### src/qoi_pkg.sv
`timescale 1ns / 1ps

package qoi_pkg;

  localparam int TBL_DEPTH  = 64;
  localparam int TBL_AW     = $clog2(TBL_DEPTH);
  localparam int COLOR_W    = 32;
  localparam int PIX_DATA_W = 24;

  typedef enum logic [1:0] {
    CH_NONE = 2'd0,
    CH_RGB  = 2'd1,
    CH_RGBA = 2'd2,
    CH_LUMA = 2'd3
  } chunk_t;

  localparam logic [7:0] TAG_RGB  = 8'hFE;
  localparam logic [7:0] TAG_RGBA = 8'hFF;

  localparam logic [1:0] OP_INDEX = 2'd0;
  localparam logic [1:0] OP_DIFF  = 2'd1;
  localparam logic [1:0] OP_LUMA  = 2'd2;
  localparam logic [1:0] OP_RUN   = 2'd3;

  // Table slot: (r*3 + g*5 + b*7 + a*11) mod 64.
  function automatic logic [TBL_AW-1:0] color_hash(input logic [COLOR_W-1:0] c);
    logic [TBL_AW-1:0] r, g, b, a;
    r = c[24 +: TBL_AW];
    g = c[16 +: TBL_AW];
    b = c[8  +: TBL_AW];
    a = c[0  +: TBL_AW];
    return r * TBL_AW'(3) + g * TBL_AW'(5) + b * TBL_AW'(7) + a * TBL_AW'(11);
  endfunction

endpackage

### src/qoi_pixel_stream_decoder.sv
`timescale 1ns / 1ps

// QOI chunk decoder: takes the chunk stream after the header, one byte per transfer, with
// tlast on the final data byte of the image, and returns one RGB pixel per output transfer
// (tlast on the last pixel of each chunk). After a byte that does not finish a chunk the
// decoder stays ready for the next byte. A finished DIFF, LUMA, RGB, RGBA or RUN chunk
// passes through S_WRITE, which writes its color to the 64-entry color table, then S_EMIT;
// an INDEX chunk first passes through S_LOAD for the registered read of the table. The
// input is held until the last pixel of the chunk is placed on the output. The table
// needs no clearing pass: per-entry valid bits clear at reset and after the final byte.
module qoi_pixel_stream_decoder
  import qoi_pkg::*;
(
  input  logic                  clk,
  input  logic                  rst,
  input  logic                  s_axis_tvalid,
  output logic                  s_axis_tready,
  input  logic [7:0]            s_axis_tdata,   // [7:0] stream_byte
  input  logic                  s_axis_tlast,   // last_byte
  output logic                  m_axis_tvalid,
  input  logic                  m_axis_tready,
  output logic [PIX_DATA_W-1:0] m_axis_tdata,   // [7:0] red, [15:8] green, [23:16] blue
  output logic                  m_axis_tlast    // run_end
);

  typedef enum logic [1:0] {S_IDLE, S_LOAD, S_WRITE, S_EMIT} state_t;

  state_t               state;
  logic [7:0]           pix_r, pix_g, pix_b, pix_a;
  chunk_t               pending;
  logic [2:0]           bytes_left;
  logic [5:0]           luma_dg;
  logic [5:0]           run_count;
  logic                 last_hold;
  logic [TBL_DEPTH-1:0] valid;
  logic                 idx_valid;

  logic                 ram_we;
  logic [TBL_AW-1:0]    ram_waddr;
  logic [COLOR_W-1:0]   ram_wdata;
  logic [COLOR_W-1:0]   ram_rdata;

  logic                 in_xfer;
  logic                 out_free;
  logic [1:0]           pay_pos;
  logic [7:0]           luma_bias;

  assign s_axis_tready = (state == S_IDLE);
  assign in_xfer       = s_axis_tvalid && s_axis_tready;
  assign out_free      = !m_axis_tvalid || m_axis_tready;

  assign ram_wdata = {pix_r, pix_g, pix_b, pix_a};
  assign ram_waddr = color_hash(ram_wdata);
  assign ram_we    = (state == S_WRITE);

  assign pay_pos   = (pending == CH_RGB) ? 2'(3'd3 - bytes_left) : 2'(3'd4 - bytes_left);
  assign luma_bias = {2'b00, luma_dg};

  qoi_ram #(.DEPTH(TBL_DEPTH), .WIDTH(COLOR_W)) u_ram (
    .clk   (clk),
    .we    (ram_we),
    .waddr (ram_waddr),
    .wdata (ram_wdata),
    .raddr (s_axis_tdata[TBL_AW-1:0]),
    .rdata (ram_rdata)
  );

  always_ff @(posedge clk) begin
    if (rst) begin
      state         <= S_IDLE;
      pix_r         <= '0;
      pix_g         <= '0;
      pix_b         <= '0;
      pix_a         <= 8'hFF;
      pending       <= CH_NONE;
      bytes_left    <= '0;
      luma_dg       <= '0;
      run_count     <= '0;
      last_hold     <= 1'b0;
      valid         <= '0;
      idx_valid     <= 1'b0;
      m_axis_tvalid <= 1'b0;
    end else begin
      if (m_axis_tready && state != S_EMIT) begin
        m_axis_tvalid <= 1'b0;
      end
      case (state)
        S_IDLE: begin
          if (in_xfer) begin
            last_hold <= s_axis_tlast;
            if (pending != CH_NONE && bytes_left != '0) begin
              if (pending == CH_LUMA) begin
                pix_r <= pix_r + {4'h0, s_axis_tdata[7:4]} + luma_bias + 8'd216;
                pix_g <= pix_g + luma_bias + 8'd224;
                pix_b <= pix_b + {4'h0, s_axis_tdata[3:0]} + luma_bias + 8'd216;
                bytes_left <= '0;
                pending    <= CH_NONE;
                state      <= S_WRITE;
              end else if (bytes_left != 3'd1 && s_axis_tlast) begin
                pix_r      <= '0;
                pix_g      <= '0;
                pix_b      <= '0;
                pix_a      <= 8'hFF;
                pending    <= CH_NONE;
                bytes_left <= '0;
                luma_dg    <= '0;
                valid      <= '0;
              end else begin
                case (pay_pos)
                  2'd0:    pix_r <= s_axis_tdata;
                  2'd1:    pix_g <= s_axis_tdata;
                  2'd2:    pix_b <= s_axis_tdata;
                  default: pix_a <= s_axis_tdata;
                endcase
                bytes_left <= bytes_left - 3'd1;
                if (bytes_left == 3'd1) begin
                  pending <= CH_NONE;
                  state   <= S_WRITE;
                end
              end
            end else if (s_axis_tdata == TAG_RGB || s_axis_tdata == TAG_RGBA) begin
              if (s_axis_tlast) begin
                pix_r      <= '0;
                pix_g      <= '0;
                pix_b      <= '0;
                pix_a      <= 8'hFF;
                pending    <= CH_NONE;
                bytes_left <= '0;
                luma_dg    <= '0;
                valid      <= '0;
              end else begin
                pending    <= (s_axis_tdata == TAG_RGB) ? CH_RGB : CH_RGBA;
                bytes_left <= (s_axis_tdata == TAG_RGB) ? 3'd3 : 3'd4;
              end
            end else begin
              case (s_axis_tdata[7:6])
                OP_INDEX: begin
                  idx_valid <= valid[s_axis_tdata[TBL_AW-1:0]];
                  state     <= S_LOAD;
                end
                OP_DIFF: begin
                  pix_r <= pix_r + {6'h00, s_axis_tdata[5:4]} + 8'd254;
                  pix_g <= pix_g + {6'h00, s_axis_tdata[3:2]} + 8'd254;
                  pix_b <= pix_b + {6'h00, s_axis_tdata[1:0]} + 8'd254;
                  state <= S_WRITE;
                end
                OP_LUMA: begin
                  if (s_axis_tlast) begin
                    pix_r      <= '0;
                    pix_g      <= '0;
                    pix_b      <= '0;
                    pix_a      <= 8'hFF;
                    pending    <= CH_NONE;
                    bytes_left <= '0;
                    luma_dg    <= '0;
                    valid      <= '0;
                  end else begin
                    pending    <= CH_LUMA;
                    bytes_left <= 3'd1;
                    luma_dg    <= s_axis_tdata[5:0];
                  end
                end
                default: begin
                  run_count <= s_axis_tdata[5:0];
                  state     <= S_WRITE;
                end
              endcase
            end
          end
        end
        S_LOAD: begin
          if (idx_valid) begin
            pix_r <= ram_rdata[31:24];
            pix_g <= ram_rdata[23:16];
            pix_b <= ram_rdata[15:8];
            pix_a <= ram_rdata[7:0];
          end else begin
            pix_r <= '0;
            pix_g <= '0;
            pix_b <= '0;
            pix_a <= '0;
          end
          state <= S_WRITE;
        end
        S_WRITE: begin
          valid[ram_waddr] <= 1'b1;
          state            <= S_EMIT;
        end
        S_EMIT: begin
          if (out_free) begin
            m_axis_tvalid <= 1'b1;
            m_axis_tdata  <= {pix_b, pix_g, pix_r};
            m_axis_tlast  <= (run_count == '0);
            if (run_count == '0) begin
              state <= S_IDLE;
              if (last_hold) begin
                pix_r      <= '0;
                pix_g      <= '0;
                pix_b      <= '0;
                pix_a      <= 8'hFF;
                pending    <= CH_NONE;
                bytes_left <= '0;
                luma_dg    <= '0;
                valid      <= '0;
              end
            end else begin
              run_count <= run_count - 6'd1;
            end
          end
        end
        default: state <= S_IDLE;
      endcase
    end
  end

endmodule

### src/qoi_ram.sv
`timescale 1ns / 1ps

module qoi_ram #(
  parameter int DEPTH = 64,
  parameter int WIDTH = 32
) (
  input  logic                     clk,
  input  logic                     we,
  input  logic [$clog2(DEPTH)-1:0] waddr,
  input  logic [WIDTH-1:0]         wdata,
  input  logic [$clog2(DEPTH)-1:0] raddr,
  output logic [WIDTH-1:0]         rdata
);

  logic [WIDTH-1:0] mem [DEPTH];

  always_ff @(posedge clk) begin
    if (we) begin
      mem[waddr] <= wdata;
    end
    rdata <= mem[raddr];
  end

endmodule

### config.mk
export PLATFORM = sky130hd
export DESIGN_NAME = qoi_pixel_stream_decoder
export DESIGN_NICKNAME = d
export VERILOG_FILES = /design/src/qoi_pkg.sv /design/src/qoi_pixel_stream_decoder.sv /design/src/qoi_ram.sv
export SDC_FILE = /design/constraint.sdc
export NUM_CORES = 2
export LEC_CHECK = 0
export BUFFER_PORTS_ARGS = -buffer_cell sky130_fd_sc_hd__buf_2
export CORE_MARGIN = 10
export CORE_UTILIZATION = 57
export CTS_CLUSTER_SIZE = 40
export DETAILED_ROUTE_END_ITERATION = 7
export PLACE_DENSITY = 0.76
export SLEW_MARGIN = 15
export SYNTH_ARGS = -nofsm -noshare
export SYNTH_HDL_FRONTEND = slang
export SYNTH_SLANG_ARGS = --single-unit
### constraint.sdc
create_clock -name clk -period 7 [get_ports clk]
set_input_delay 0.35 -clock clk [delete_from_list [all_inputs] [get_ports clk]]
set_output_delay 0.35 -clock clk [all_outputs]
set_load 0.02 [all_outputs]
# Yosys cells after proc, flatten, opt, wreduce, memory -nomap -nowiden
# Memories as Yosys holds them, arrays and structs flattened. A register that Yosys moved wholly into a read port is not among the register bits.
# Cells that the tools add are included.
[word_totals]
mem_bits_rw = 2048
mem_bits_ro = 0
word_cells = 239
memories = 1
register_bits = 143
out_inout_bits = 27
latchBits = 0
in_bits = 13
[op_classes]
shifts = 0
addsub = 21
eq_ne = 36
n_bitwise = 4
reduce_logical = 32
div = 0
n_lt_le_gt_ge = 3
muxes = 123
multipliers = 4
[memory_table]
columns = ["memory", "depth", "word_bits", "rd", "rd_ports_with_merged_regs", "write_ports", "line_no", "text"]
rows = [
  ["u_ram.mem", 64, 32, 1, 1, 1, "qoi_ram.sv:15", "logic [WIDTH-1:0] mem [DEPTH];"],
]
[ops]
columns = ["cell", "count"]
rows = [
  ["two-way mux 64 bit", 10],
  ["two-way mux 8 bit", 39],
  ["one-hot mux 64 bit (3 select lines)", 1],
  ["two-way mux 6 bit", 17],
  ["one-hot mux 8 bit (3 select lines)", 4],
  ["OR 64 bit", 1],
  ["adder 8 bit (second input constant)", 6],
  ["one-hot mux 8 bit (2 select lines)", 3],
  ["two-way mux 2 bit", 22],
  ["AND reduction 7 bit", 6],
  ["two-way mux 3 bit", 11],
  ["adder 8 x 2 -> 8 bit", 3],
  ["adder 8 x 6 -> 8 bit", 3],
  ["one-hot mux 6 bit (2 select lines)", 2],
  ["!= test 5 x 2 -> 1 bit (second input constant)", 4],
  ["adder 6 bit", 3],
  ["adder 8 x 4 -> 8 bit", 2],
  ["== test 8 bit (second input constant)", 2],
  ["!= test 2 bit (second input constant)", 8],
  ["AND reduction 8 bit", 2],
  ["< comparator 6 x 7 -> 1 bit (second input constant)", 2],
  ["multiplier 6 x 3 -> 6 bit (second input constant)", 2],
  ["== test 2 bit (second input constant)", 5],
  ["!= test 3 bit (second input constant)", 3],
  ["37 further kinds", 62],
]

# Logic depth before layout (Yosys ltp)
[logic_depth]
depth_word = 10
mapped_depth = 18
ltp_nobuf = 17

# Modules after synthesis
# From an unflattened synthesis, not the netlist that was laid out.
[unflattened]
cells_unflattened = 4572
hier_area_um2 = 89153.0
[modules_own_cells]
columns = ["mod", "cells_per_inst", "area_per_inst_um2", "n_inst", "seq_area_each_um2"]
rows = [
  ["qoi_ram", 3511, 79039.6, 1, 62139.6],
  ["qoi_pixel_stream_decoder", 1061, 10113.4, 1, 3113.0],
]

# Least setup slack after synthesis
# OpenSTA, ideal clock, no wires.
[synth_timing]
path_type = "register to register"
start = "register pix_b[2]"
end = "memory u_ram.mem[10][0] (enable)"
synth_period_minus_slack_ns = 7.038
t_required_ns = 6.583
n_path_buf = 0
setup_ns = 0.417
stages_incl_launch_ff = 16
slack_ns = -0.038
arrival_ns = 6.621
cell_sequence = "dfxtp_1 -> inv_1 -> fa_1 -> inv_1 -> fa_1 -> inv_1 -> fa_1 -> fa_1 -> fa_1 -> inv_1 -> ha_1 -> a21oi_1 -> xnor2_1 -> xor3_1 -> nand3_1 -> nor2_1"
[synth_via]
elab_chain_cells = 3
[synth_lines]
columns = ["element", "line_no", "text"]
rows = [
  ["start, declared", "qoi_pixel_stream_decoder.sv:29", "logic [7:0] pix_r, pix_g, pix_b, pix_a;"],
  ["start signal, assigned", "qoi_pixel_stream_decoder.sv:95", "pix_b <= pix_b + {4'h0, s_axis_tdata[3:0]} + luma_bias + 8'd216;"],
  ["start signal, assigned", "qoi_pixel_stream_decoder.sv:112", "2'd2: pix_b <= s_axis_tdata;"],
  ["start signal, assigned", "qoi_pixel_stream_decoder.sv:144", "pix_b <= pix_b + {6'h00, s_axis_tdata[1:0]} + 8'd254;"],
  ["multiplier 6 x 3 -> 6 bit", "qoi_pkg.sv:32", "return r * TBL_AW'(3) + g * TBL_AW'(5) + b * TBL_AW'(7) + a * TBL_AW'(11);"],
  ["adder 6 bit (2 in a row)", "qoi_pkg.sv:32", ""],
  ["end, declared", "qoi_ram.sv:15", ""],
]
# No other way between the ends.

# Worst setup path in the final report
[layout_timing]
start = "register pix_b[1]"
end = "memory u_ram.mem[48][24] (enable)"
# The elaborated chain is that of the path after synthesis.

==> impl_metrics.py <==
metrics = {
    "timing": {
        "setup_viol": 0,
        "final-hold-violation-count": 0,
        "final.period_utilization_pct": 90.6,
        "final.setup.tns_ns": 0,
        "rsz0062_at_grt": "no",
        "maxClockFrequency_mhz": 158,
        "fin_worst_skew_ns": 0.0438,
        "period_minus_slack_ns": 6.34,
        "max_slew_margin_pct": 15.7,
        "worstMarginPinSlew_ns": 1.26,
        "finalMaxSlewViolations": 0,
    },
    "flow_run": {
        "max_cap_violations": 0,
    },
    "setup_path": {
        "cp.required_ns": 7.45,
        "crit_fanout": 70,
        "r2r_end": "u_ram.mem[48][24]",
        "reg2regPathDepth": 14,
        "worst_setup_path_end_kind": "flip-flop",
        "worst-endpoint-arrival_ns": 6.79,
        "timing.setup.critical_path_class": "flip-flop to flip-flop",
        "crit_path_start_kind": "flip-flop",
        "worst-r2r-setup-slack_ns": 0.66,
        "worstReg2RegStart": "pix_b[1]",
    },
    "placed_design": {
        "detailedPlacementHpwl_um": 138000,
        "finalWeightedCongestion": 0.949,
        "port_buffers": 39,
        "postPlaceCellArea_mm2": 0.0871,
    },
    "floorplan": {
        "die-height_um": 403,
        "fp.coreArea_mm2": 0.146,
        "top_level_ports": 40,
        "rows": 140,
        "die-area_mm2": 0.162,
        "chipWidth_um": 403,
        "initial_core_util_pct": 57.3,
    },
    "layout": {
        "drive_gt1_share_pct": 27.7,
        "sequential_cell_area_mm2": 0.0614,
        "final_core_util_pct": 64.2,
        "final_common_cell": "edfxtp_1",
        "areaGrowthSynthToFinish_pct": 12.0,
        "num-nets-final": 4376,
        "layout_fillers": 9381,
        "final_cell_area_mm2": 0.0936,
        "final_cell_mix": "edfxtp_1 (1945), mux4_2 (608), clkbuf_16 (198), nand2_1 (170), buf_4 (145)",
        "multi_input_area_mm2": 0.0214,
    },
    "yosys": {
        "synth_ff_type": "edfxtp_1",
        "synth_cell_type_count": 71,
        "number_of_enable_type_register_cells_in_the_synthesized_netlist": 1945,
        "proportion_of_synthesized_chip_area_in_sequential_cells_pct": 73.4,
        "mappedNetlistArea_mm2": 0.0836,
        "ys_async_sr_fraction_pct": 0,
        "syn-instance-count": 4045,
        "synth_warnings": 0,
        "ys_seq_elements": 2091,
        "syn-mean-instance-area_um2": 20.7,
        "synth.net_count": 4186,
    },
    "routing": {
        "dr_total_vias": 44384,
        "antenna_left": 0,
        "routed_wirelength_um": 236000,
        "dr.first_iter.drc_count": 7075,
        "drt-pass1-iter-count": 6,
        "wl_per_cell_um": 37.2,
        "drt-vias-per-instance": 7.01,
        "number_of_drc_violations_after_detailed_routing": 0,
    },
    "grt": {
        "globalRouteOverflowTotal": 0,
        "number_of_global_route_vias_before_repair": 42927,
        "maximum_number_of_pins_on_one_net_before_global_route_repair": 111,
        "grt_first_pass_wirelength_um": 333000,
        "overall_routing_resource_usage_pct": 29.0,
        "antenna_found_initial": 28,
    },
    "clock_network": {
        "clock_latency_on_the_worst_skew_pair_ns": 0.86,
        "cts-root-to-sink-buffers": 3,
        "htree_levels": 4,
        "cts-buffers-inserted": 197,
        "clock_sink_total": 2091,
        "tritoncts": "done",
        "clock_tree.root_cell": "clkbuf_16",
        "cts.clk_slew.worst_paths_ns": 0.06,
    },
    "hold_path": {
        "hold_end": "u_ram.rdata[13]",
        "hold-path-cell-count": 4,
        "holdCritStartpoint": "s_axis_tdata[3]",
        "hold_class": "primary input to flip-flop",
    },
    "outcome": {
        "status": "complete, no violations",
    },
}
[synthesized netlist by cell type (all sizes together) (3+ instances only)]
library cell	count	area, um2
a21o	15	113
a2111oi	3	45.1
a211o	8	70.1
buf	116	579
xnor2	29	254
ha	91	1140
clkbuf	94	355
a211oi	44	330
a22oi	15	113
a31oi	17	106
nor4	5	37.5
o21ai	80	404
fa	37	741
a22o	36	315
xor2	15	131
a21oi	94	470
nand2b	11	68.8
and2	6	37.5
a221oi	14	123
mux2	3	33.8
nor3b	7	57.6
nor2	138	518
nor2b	19	119
a311oi	12	105
edfxtp	1945	58400
o311ai	4	35.0
nand4	5	31.3
o41ai	3	45.1
inv	103	387
o21bai	3	22.5
mux2i	30	300
or3	6	42.5
nand3	42	210
and3	17	106
or2	9	56.3
nor3	16	95.1
nand2	170	638
dfxtp	146	2920
mux4	608	13700
[critical path, stage by stage (launching register included)]
cell	delay, ns
dfxtp_2	0.37
buf_4	0.72
ha_1	0.39
ha_1	0.28
inv_1	0.05
fa_1	0.38
fa_1	0.49
fa_1	0.50
inv_1	0.05
ha_1	0.21
fa_1	0.48
xnor2_1	0.21
nor2_1	0.24
nand2_1	0.51
nor2_4	0.99
[registers in the layout, summed over array words and instances (netlist names)]
name           flops
idx_valid          1
pix_a              6
m_axis_tvalid      1
luma_dg            6
u_ram.mem       1920
state              2
bytes_left         3
u_ram.rdata       30
pending            2
m_axis_tlast       1
pix_r              8
run_count          6
last_hold          1
pix_g              8
valid             64
pix_b              8
m_axis_tdata      24
[routing by layer]
layer / global-route usage, % / vias up / part of all wire (%)
met2: 43.5 / 3611 / 46
met1: 39.7 / 23022 / 36
met5: 0 / - / 0.090
li1: - / 17110 / -
met3: 8.77 / 611 / 13
met4: 12.8 / 30 / 5.3
[cell type report]
| class | instances | area share [%] |
|---|---|---|
| sequential | 2091 | 65.6 |
| multi-input combinational | 1639 | 22.9 |
| clock buffer | 234 | 5.45 |
| tap | 1917 | 2.56 |
| timing repair buffer | 201 | 1.71 |
| clock inverter | 134 | 1.39 |
| inverter | 105 | 0.429 |
| antenna | 7 | 0.0187 |
[stage by stage]
stage	worst slack (ns)	hold slack, ns	instances
detailed placement	0.776	0.443	5948
floorplan	-0.0377	0.420	4045
global route	0.462	0.0526	6321
finish	0.661	0.0523	6328
CTS	0.729	0.0138	6321
global placement	0.807	0.429	5948
[what timing repair did]
| action | in CTS | in global routing |
|---|---|---|
| endpoints found under the hold margin | 5 | 0 |
| gates resized for setup | 0 | 0 |
| buffers inserted | 0 | 0 |
| hold buffers | 5 | 0 |
[how the worst max path moves through the flow]
stage / from / endpoint / cells past startpoint
floorplan: pix_b[2] / u_ram.mem[10][0] / 15
global placement: pix_b[2] / u_ram.mem[49][23] / 15
detailed placement: pix_b[1] / u_ram.mem[48][23] / 14
CTS: pix_b[1] / u_ram.mem[48][24] / 14
global route: pix_b[2] / u_ram.mem[48][24] / 15
finish: pix_b[1] / u_ram.mem[48][24] / 14
[cells by family (layout without fill, tap and decap cells)]
group / count (synthesis) / in the layout / share of synthesized area [%]
flip-flops: 2091 / 2091 / 73.4
multiplexers: 641 / 641 / 16.8
AND/OR/NAND/NOR: 454 / 454 / 2.45
AO/OA/AOI/OAI: 370 / 370 / 3.00
buffers and inverters: 315 / 674 / 1.59
adder cells (fa/ha/maj): 128 / 128 / 2.25
XOR/XNOR: 46 / 46 / 0.517
other: 0 / 7 / 0
Power is left out: the tool's default activity adds up to more than one toggle a clock period on the data nets, which glitch-free logic cannot reach.
